## src/rtl/core/rfc_pkg.sv

```systemverilog
`timescale 1ns / 1ps
`default_nettype none

package rfc_pkg;

    localparam logic [7:0]  HDR_FIRST  = 8'hEF;
    localparam logic [7:0]  HDR_SECOND = 8'h01;
    localparam logic [31:0] ADDR_RESET = 32'hFFFF_FFFF;
    localparam logic [15:0] MIN_LENGTH = 16'd3;

    localparam logic [15:0] POS_HDR_SECOND = 16'd1;
    localparam logic [15:0] POS_ADDR_LAST  = 16'd5;
    localparam logic [15:0] POS_LEN_HIGH   = 16'd7;
    localparam logic [15:0] POS_LEN_LOW    = 16'd8;

    localparam logic [2:0] ST_OK           = 3'd0;
    localparam logic [2:0] ST_BAD_HEADER   = 3'd1;
    localparam logic [2:0] ST_BAD_ADDRESS  = 3'd2;
    localparam logic [2:0] ST_BAD_CHECKSUM = 3'd3;
    localparam logic [2:0] ST_BAD_LENGTH   = 3'd4;

    typedef struct packed {
        logic [7:0] rx_byte;
        logic       frame_start;
    } t_in;

    typedef struct packed {
        logic        is_status;
        logic [2:0]  status;
        logic [7:0]  confirm_code;
        logic [7:0]  payload_byte;
        logic [15:0] payload_index;
    } t_out;

endpackage

`default_nettype wire

```

## src/rtl/core/rfc_parser.sv

```systemverilog
`timescale 1ns / 1ps
`default_nettype none

module rfc_parser (
    input  wire logic          i_clk,
    input  wire logic          i_rst_n,
    input  wire logic          i_step,
    input  wire rfc_pkg::t_in  i_item,
    input  wire logic [31:0]   i_device_address,
    output logic               o_has_result,
    output rfc_pkg::t_out      o_result
);

    logic [15:0] r_pos, n_pos;
    logic [15:0] r_len, n_len;
    logic [15:0] r_sum, n_sum;
    logic [7:0]  r_chk_high, n_chk_high;
    logic [7:0]  r_confirm, n_confirm;
    logic        r_finished, n_finished;
    logic        r_in_content, n_in_content;

    logic [15:0] b_pos, b_len, b_sum;
    logic [7:0]  b_chk_high, b_confirm;
    logic        b_in_content;
    logic        start;
    logic        active;
    logic [7:0]  rx;
    logic [7:0]  addr_byte;
    logic [15:0] sum_plus;
    logic [15:0] len_full;
    logic [16:0] pos_plus2;

    assign start        = i_item.frame_start;
    assign rx           = i_item.rx_byte;
    assign active       = start || !r_finished;
    assign b_pos        = start ? 16'd0 : r_pos;
    assign b_len        = start ? 16'd0 : r_len;
    assign b_sum        = start ? 16'd0 : r_sum;
    assign b_chk_high   = start ? 8'd0  : r_chk_high;
    assign b_confirm    = start ? 8'd0  : r_confirm;
    assign b_in_content = start ? 1'b0  : r_in_content;
    assign sum_plus     = b_sum + {8'd0, rx};
    assign len_full     = {b_len[15:8], rx};
    assign pos_plus2    = {1'b0, b_pos} + 17'd2;

    always_comb begin
        case (b_pos[2:0])
            3'd2:    addr_byte = i_device_address[31:24];
            3'd3:    addr_byte = i_device_address[23:16];
            3'd4:    addr_byte = i_device_address[15:8];
            default: addr_byte = i_device_address[7:0];
        endcase
    end

    always_comb begin
        n_pos        = r_pos;
        n_len        = r_len;
        n_sum        = r_sum;
        n_chk_high   = r_chk_high;
        n_confirm    = r_confirm;
        n_finished   = r_finished;
        n_in_content = r_in_content;
        o_has_result = 1'b0;
        o_result     = '0;
        if (i_step && active) begin
            n_pos        = b_pos;
            n_len        = b_len;
            n_sum        = b_sum;
            n_chk_high   = b_chk_high;
            n_confirm    = b_confirm;
            n_finished   = 1'b0;
            n_in_content = b_in_content;
            if (!b_in_content) begin
                if (b_pos == 16'd0 && rx != rfc_pkg::HDR_FIRST) begin
                    o_has_result    = 1'b1;
                    o_result.status = rfc_pkg::ST_BAD_HEADER;
                end else if (b_pos == rfc_pkg::POS_HDR_SECOND && rx != rfc_pkg::HDR_SECOND) begin
                    o_has_result    = 1'b1;
                    o_result.status = rfc_pkg::ST_BAD_HEADER;
                end else if (b_pos > rfc_pkg::POS_HDR_SECOND && b_pos <= rfc_pkg::POS_ADDR_LAST
                             && rx != addr_byte) begin
                    o_has_result    = 1'b1;
                    o_result.status = rfc_pkg::ST_BAD_ADDRESS;
                end else if (b_pos > rfc_pkg::POS_ADDR_LAST) begin
                    n_sum = sum_plus;
                    if (b_pos == rfc_pkg::POS_LEN_HIGH) begin
                        n_len = {rx, 8'd0};
                        n_pos = b_pos + 16'd1;
                    end else if (b_pos == rfc_pkg::POS_LEN_LOW) begin
                        n_len = len_full;
                        if (len_full < rfc_pkg::MIN_LENGTH) begin
                            o_has_result    = 1'b1;
                            o_result.status = rfc_pkg::ST_BAD_LENGTH;
                        end else begin
                            n_in_content = 1'b1;
                            n_pos        = 16'd0;
                        end
                    end else begin
                        n_pos = b_pos + 16'd1;
                    end
                end else begin
                    n_pos = b_pos + 16'd1;
                end
            end else begin
                n_pos = b_pos + 16'd1;
                if (b_pos == 16'd0) begin
                    n_confirm = rx;
                    n_sum     = sum_plus;
                end else if (pos_plus2 < {1'b0, b_len}) begin
                    n_sum                  = sum_plus;
                    o_has_result           = 1'b1;
                    o_result.payload_byte  = rx;
                    o_result.payload_index = b_pos - 16'd1;
                end else if (pos_plus2 == {1'b0, b_len}) begin
                    n_chk_high = rx;
                end else begin
                    o_has_result = 1'b1;
                    if ({b_chk_high, rx} != b_sum) begin
                        o_result.status = rfc_pkg::ST_BAD_CHECKSUM;
                    end else begin
                        o_result.status       = rfc_pkg::ST_OK;
                        o_result.confirm_code = b_confirm;
                    end
                end
            end
            if (o_has_result && o_result.is_status == 1'b0 && o_result.payload_byte == 8'd0
                && o_result.payload_index == 16'd0 && !(b_in_content && b_pos != 16'd0
                && pos_plus2 < {1'b0, b_len})) begin
                o_result.is_status = 1'b1;
                n_finished         = 1'b1;
            end
        end
    end

    always_ff @(posedge i_clk) begin
        if (!i_rst_n) begin
            r_pos        <= '0;
            r_len        <= '0;
            r_sum        <= '0;
            r_chk_high   <= '0;
            r_confirm    <= '0;
            r_finished   <= 1'b1;
            r_in_content <= 1'b0;
        end else begin
            r_pos        <= n_pos;
            r_len        <= n_len;
            r_sum        <= n_sum;
            r_chk_high   <= n_chk_high;
            r_confirm    <= n_confirm;
            r_finished   <= n_finished;
            r_in_content <= n_in_content;
        end
    end

endmodule

`default_nettype wire

```

## config.mk

```make
export PLATFORM = sky130hd
export DESIGN_NAME = rfc_parser
export DESIGN_NICKNAME = d
export VERILOG_FILES = /design/src/rtl/core/rfc_pkg.sv /design/src/rtl/core/rfc_parser.sv
export SDC_FILE = /design/constraint.sdc
export NUM_CORES = 1
export LEC_CHECK = 0
export BUFFER_PORTS_ARGS = -buffer_cell sky130_fd_sc_hd__buf_2
export CAP_MARGIN = 5
export CORE_UTILIZATION = 35
export CTS_CLUSTER_SIZE = 28
export DETAILED_ROUTE_END_ITERATION = 10
export PLACE_DENSITY = 0.59
export SYNTH_ARGS = -nofsm -noshare
export SYNTH_HDL_FRONTEND = slang
export SYNTH_SLANG_ARGS = --single-unit
```

## constraint.sdc

```tcl
create_clock -name i_clk -period 32.4 [get_ports i_clk]
set_clock_uncertainty 0.2 [all_clocks]
set_input_delay 9.72 -clock i_clk [delete_from_list [all_inputs] [get_ports i_clk]]
set_output_delay 9.72 -clock i_clk [all_outputs]
set_load 0.005 [all_outputs]
```

# After elaboration in Yosys (flattened, before gate mapping)
# Cells that the tools add are included.
# Widths: inputs -> output; s select.
word_totals:
  regBits: 66
  out_inout_bits: 37
classes:
  n_addsub: 4
  n_lt_le_gt_ge: 5
  n_eq_ne: 11
  n_mux: 74
  n_reduce_logical: 17
op_table:
  columns: ["op", "count"]
  rows:
  - ["$mux 16", 24]
  - ["$mux 8", 10]
  - ["$mux 32", 2]
  - ["$mux 36", 1]
  - ["$mux 35", 1]
  - ["$logic_not 16->1", 2]
  - ["$mux 24", 1]
  - ["$mux 3", 8]
  - ["$pmux 8 s3", 1]
  - ["$mux 1", 23]
  - ["$mux 11", 2]
  - ["$add 16x2->17 const B", 1]
  - ["$eq 17x16->1", 1]
  - ["$lt 17x16->1", 1]
  - ["$add 16x1->16 const B", 1]
  - ["$add 16x8->16", 1]
  - ["$eq 16x1->1 const B", 1]
  - ["$eq 16x3->1 const B", 1]
  - ["$eq 16x4->1 const B", 1]
  - ["$gt 16x1->1 const B", 1]
  - ["$gt 16x3->1 const B", 1]
  - ["$le 16x3->1 const B", 1]
  - ["$lt 16x2->1 const B", 1]
  - ["$ne 16x16->1", 1]
  - ["12 further kinds", 23]

# Logic depth before layout (Yosys ltp)
logic_depth:
  word_depth: 16
  depth_mapped: 23
  depth_no_buf: 18

# Least setup slack after synthesis
# Ideal clock, no wire load.
synth_timing:
  path_type: "input port to output port"
  from: "input port i_item[0] (netlist bit)"
  to: "output port o_result[24] (netlist bit)"
  arrival_ns: 13.842
  setup_slack_ns: 8.638
  cell_stages: 22
  n_path_buf: 4
  cell_sequence: "buf_6 -> buf_2 -> inv_1 -> clkbuf_1 -> clkbuf_1 -> nand2_1 -> inv_1 -> ha_1 -> nand4_1 -> nor2_1 -> nand3_1 -> xor2_1 -> nor2_1 -> ha_1 -> and4_1 -> nand4_1 -> a311o_1 -> o221ai_2 -> o31ai_2 -> or3_4 -> nor4_4 -> and2_1"
synth_lines:
  columns: ["item", "line", "source"]
  rows:
  - ["start, declared", "rfc_parser.sv:8", "input wire rfc_pkg::t_in i_item,"]
  - ["end, declared", "rfc_parser.sv:11", "output rfc_pkg::t_out o_result"]

==> impl_metrics.ini <==
[status]
status = finished clean

[global_route]
antenna_found_initial = 0
grt.total_usage_pct = 22.45
grt_first_pass_wirelength_um = 28480
gr-total-overflow = 0
first_global_vias = 5199
grt_max_degree = 73

[yosys]
synth_xor_area_share_pct = 6.171
syn_inst = 753
synthSimpleGateAreaFrac_pct = 28.65
synth_compound_area_share_pct = 25.68
async_flop_share_pct = 0
synth_edf_count = 0
syn-cell-area_sq_um = 5677
synth_top_family_by_area = simple AND/OR/NAND/NOR gates
synth_area_per_cell_sq_um = 7.539
synth_fp_nets = 831
synth_area_leader_cell = dfxtp_1
ys_seq_area_share_pct = 23.28
synth_ff_type = dfxtp_1
synthDominantCellAreaShare_pct = 23.28
ys_top_cells_by_area = dfxtp_1 23%, ha_1 7.3%, nand2_1 5.4%
synth_fa_ha_area_share_pct = 7.626
muxShareOfSynthArea_pct = 2.733
ys_warn_count = 0
synth_cell_types = 78
ys_ff_latch = 66

[clocking]
cts_tree = done
cts_sinks = 66
cts_resized = 0
h-tree-depth = 3
cts-buffers-inserted = 9
cts-root-buf = clkbuf_16
ctsHoldBuffers = 0
post-cts-setup-buffer-count = 0
cts_max_path_buffers = 2
clk-insertion-delay-late_ns = 0.35
cts.clk_slew.worst_paths_ns = 0.06

[detailed_routing]
wl_met2_um = 8540
wl_met3_um = 856
top_layer = met4
ant_nets = 0
drtPass1Iterations = 5
drc = 0
met1Wirelength_um = 8557
wl_per_cell_um = 18.14
viasPerCell = 5.691
wl_um = 18490
initialDrtViolationCount = 512
vias = 5799

[floorplan]
die_y_um = 129.4
die_area_sq_um = 16730
io_pins = 81
start_util_pct = 35.74
rows = 46
die_w_um = 129.4
core-area_sq_um = 15890

[timing]
rsz0062_at_grt = no
setup_violations = 0
min_period_ns = 24.20
slew_violations = 0
setup-tns-final_ns = 0
tightest_slew_ns = 1.131
slew-limit-headroom_pct = 24.05
fmax_mhz = 41.32
worst_slack_ns = 8.198
finalHoldViolCount = 0
period_share_pct = 74.70

[power_and_ir_drop]
power.density_nw_per_um2 = 34.49
total_leakage_power_uw = 0.002678
peakVddDrop_mv = 0.02965

[layout]
num_antenna_cells = 0
fin_nets = 877
drive_gt1_share_pct = 16.56
multi_input_comb_area_sq_um = 4026
final_cell_mix = 81 x nand2_1, 80 x buf_2, 66 x dfxtp_1
final_area_sq_um = 6502
final_common_cell = nand2_1
fin_cells = 1019
num-fill-cells = 1721
syn_to_final_growth_pct = 14.55
seqCellArea_sq_um = 1321

[setup_path]
required_ns = 22.48
start_kind = primary input
worst_setup_path_end_kind = output port
path_class = in -> out
critPathArrivalTime_ns = 14.28
critPathMaxFanout = 72

[hold_path]
hold_class = reg -> reg

[place]
dp_cells = 1004
pre_cts_ws_ns = 8.217
portBuffers = 80
dp_hpwl_um = 13420
postPlaceCellArea_sq_um = 6162
place.gp.congestion = 0.8528

[job]
drv_cap = 0
Yosys cell counts, drive strengths merged, types with 23 or more instances:
master	n
ha	33
nor2	65
nand3	23
a22oi	25
a21oi	43
xnor2	24
nand2	82
nor2b	37
o21ai	61
inv	24
dfxtp	66
clkbuf	31
sequential cells by signal (all words and copies together) (netlist names):
| signal | cells |
|---|---|
| r_len | 16 |
| r_chk_high | 8 |
| r_finished | 1 |
| r_pos | 16 |
| r_in_content | 1 |
| r_confirm | 8 |
| r_sum | 16 |
layout make-up:
class | instances | area share (%)
inverter | 25 | 1.520
sequential | 66 | 20.32
timing repair buffer | 86 | 6.850
clock inverter | 6 | 1.770
multi-input combinational | 611 | 61.92
tap | 216 | 4.156
clock buffer | 9 | 3.464
metal layers:
layer,global-route usage (%),vias up
met4,9.204,0
met3,3.716,36
li1,-,2817
met5,0,-
met2,35.77,177
met1,30.03,2769
worst max-delay path, cell delays in order:
cell,delay [ns]
buf_2,0.12
buf_4,0.62
inv_1,0.13
nand2_1,0.22
inv_1,0.12
ha_1,0.27
nand4_1,0.12
nor2_1,0.10
nand3_1,0.11
xor2_1,0.16
nor2_1,0.06
ha_1,0.29
and4_1,0.18
nand4_1,0.17
a311o_1,0.37
o221ai_2,0.10
o31ai_2,0.08
buf_4,0.21
or3_4,0.36
nor4_4,0.43
and2_1,0.19
buf_2,0.11
per-stage QoR:
step	hold slack [ns]	utilization (%)	total power, uW
finish	0.2744	40.93	224.3
global route	0.2982	40.93	230.7
CTS	0.2736	40.93	225.2
detailed placement	0.2567	38.79	110.6
global placement	0.2554	38.79	110.6
floorplan	0.2411	-	101.5
where the power goes:
part	switching, uW	total (uW)	internal, uW	leakage, uW
clock	39.9	115	75.1	0.000162
combinational	17.6	26.6	9.03	0.00198
sequential	0.780	82.6	81.8	0.000532
path summary, 6_finish.rpt:
path / start / end / slack (ns) / cells after the start
worst max-delay path: i_item[0] / o_result[25] / 8.20 / 22
worst min-delay path: r_len[0]$_SDFFE_PN0P_ / r_len[0]$_SDFFE_PN0P_ / 0.27 / 1
worst max register to register: r_pos[2]$_SDFFE_PN0P_ / r_sum[3]$_SDFFE_PN0P_ / 27.50 / 17
worst min register to register: r_len[0]$_SDFFE_PN0P_ / r_len[0]$_SDFFE_PN0P_ / 0.27 / 1
cells by family after synthesis:
| kind of cell | Yosys count |
|---|---|
| buffers and inverters | 76 |
| multiplexers | 14 |
| XOR/XNOR | 40 |
| AND/OR/NAND/NOR | 306 |
| AO/OA/AOI/OAI | 217 |
| adder cells (fa/ha/maj) | 34 |
| flip-flops | 66 |
(Power assumes the default switching activity.)
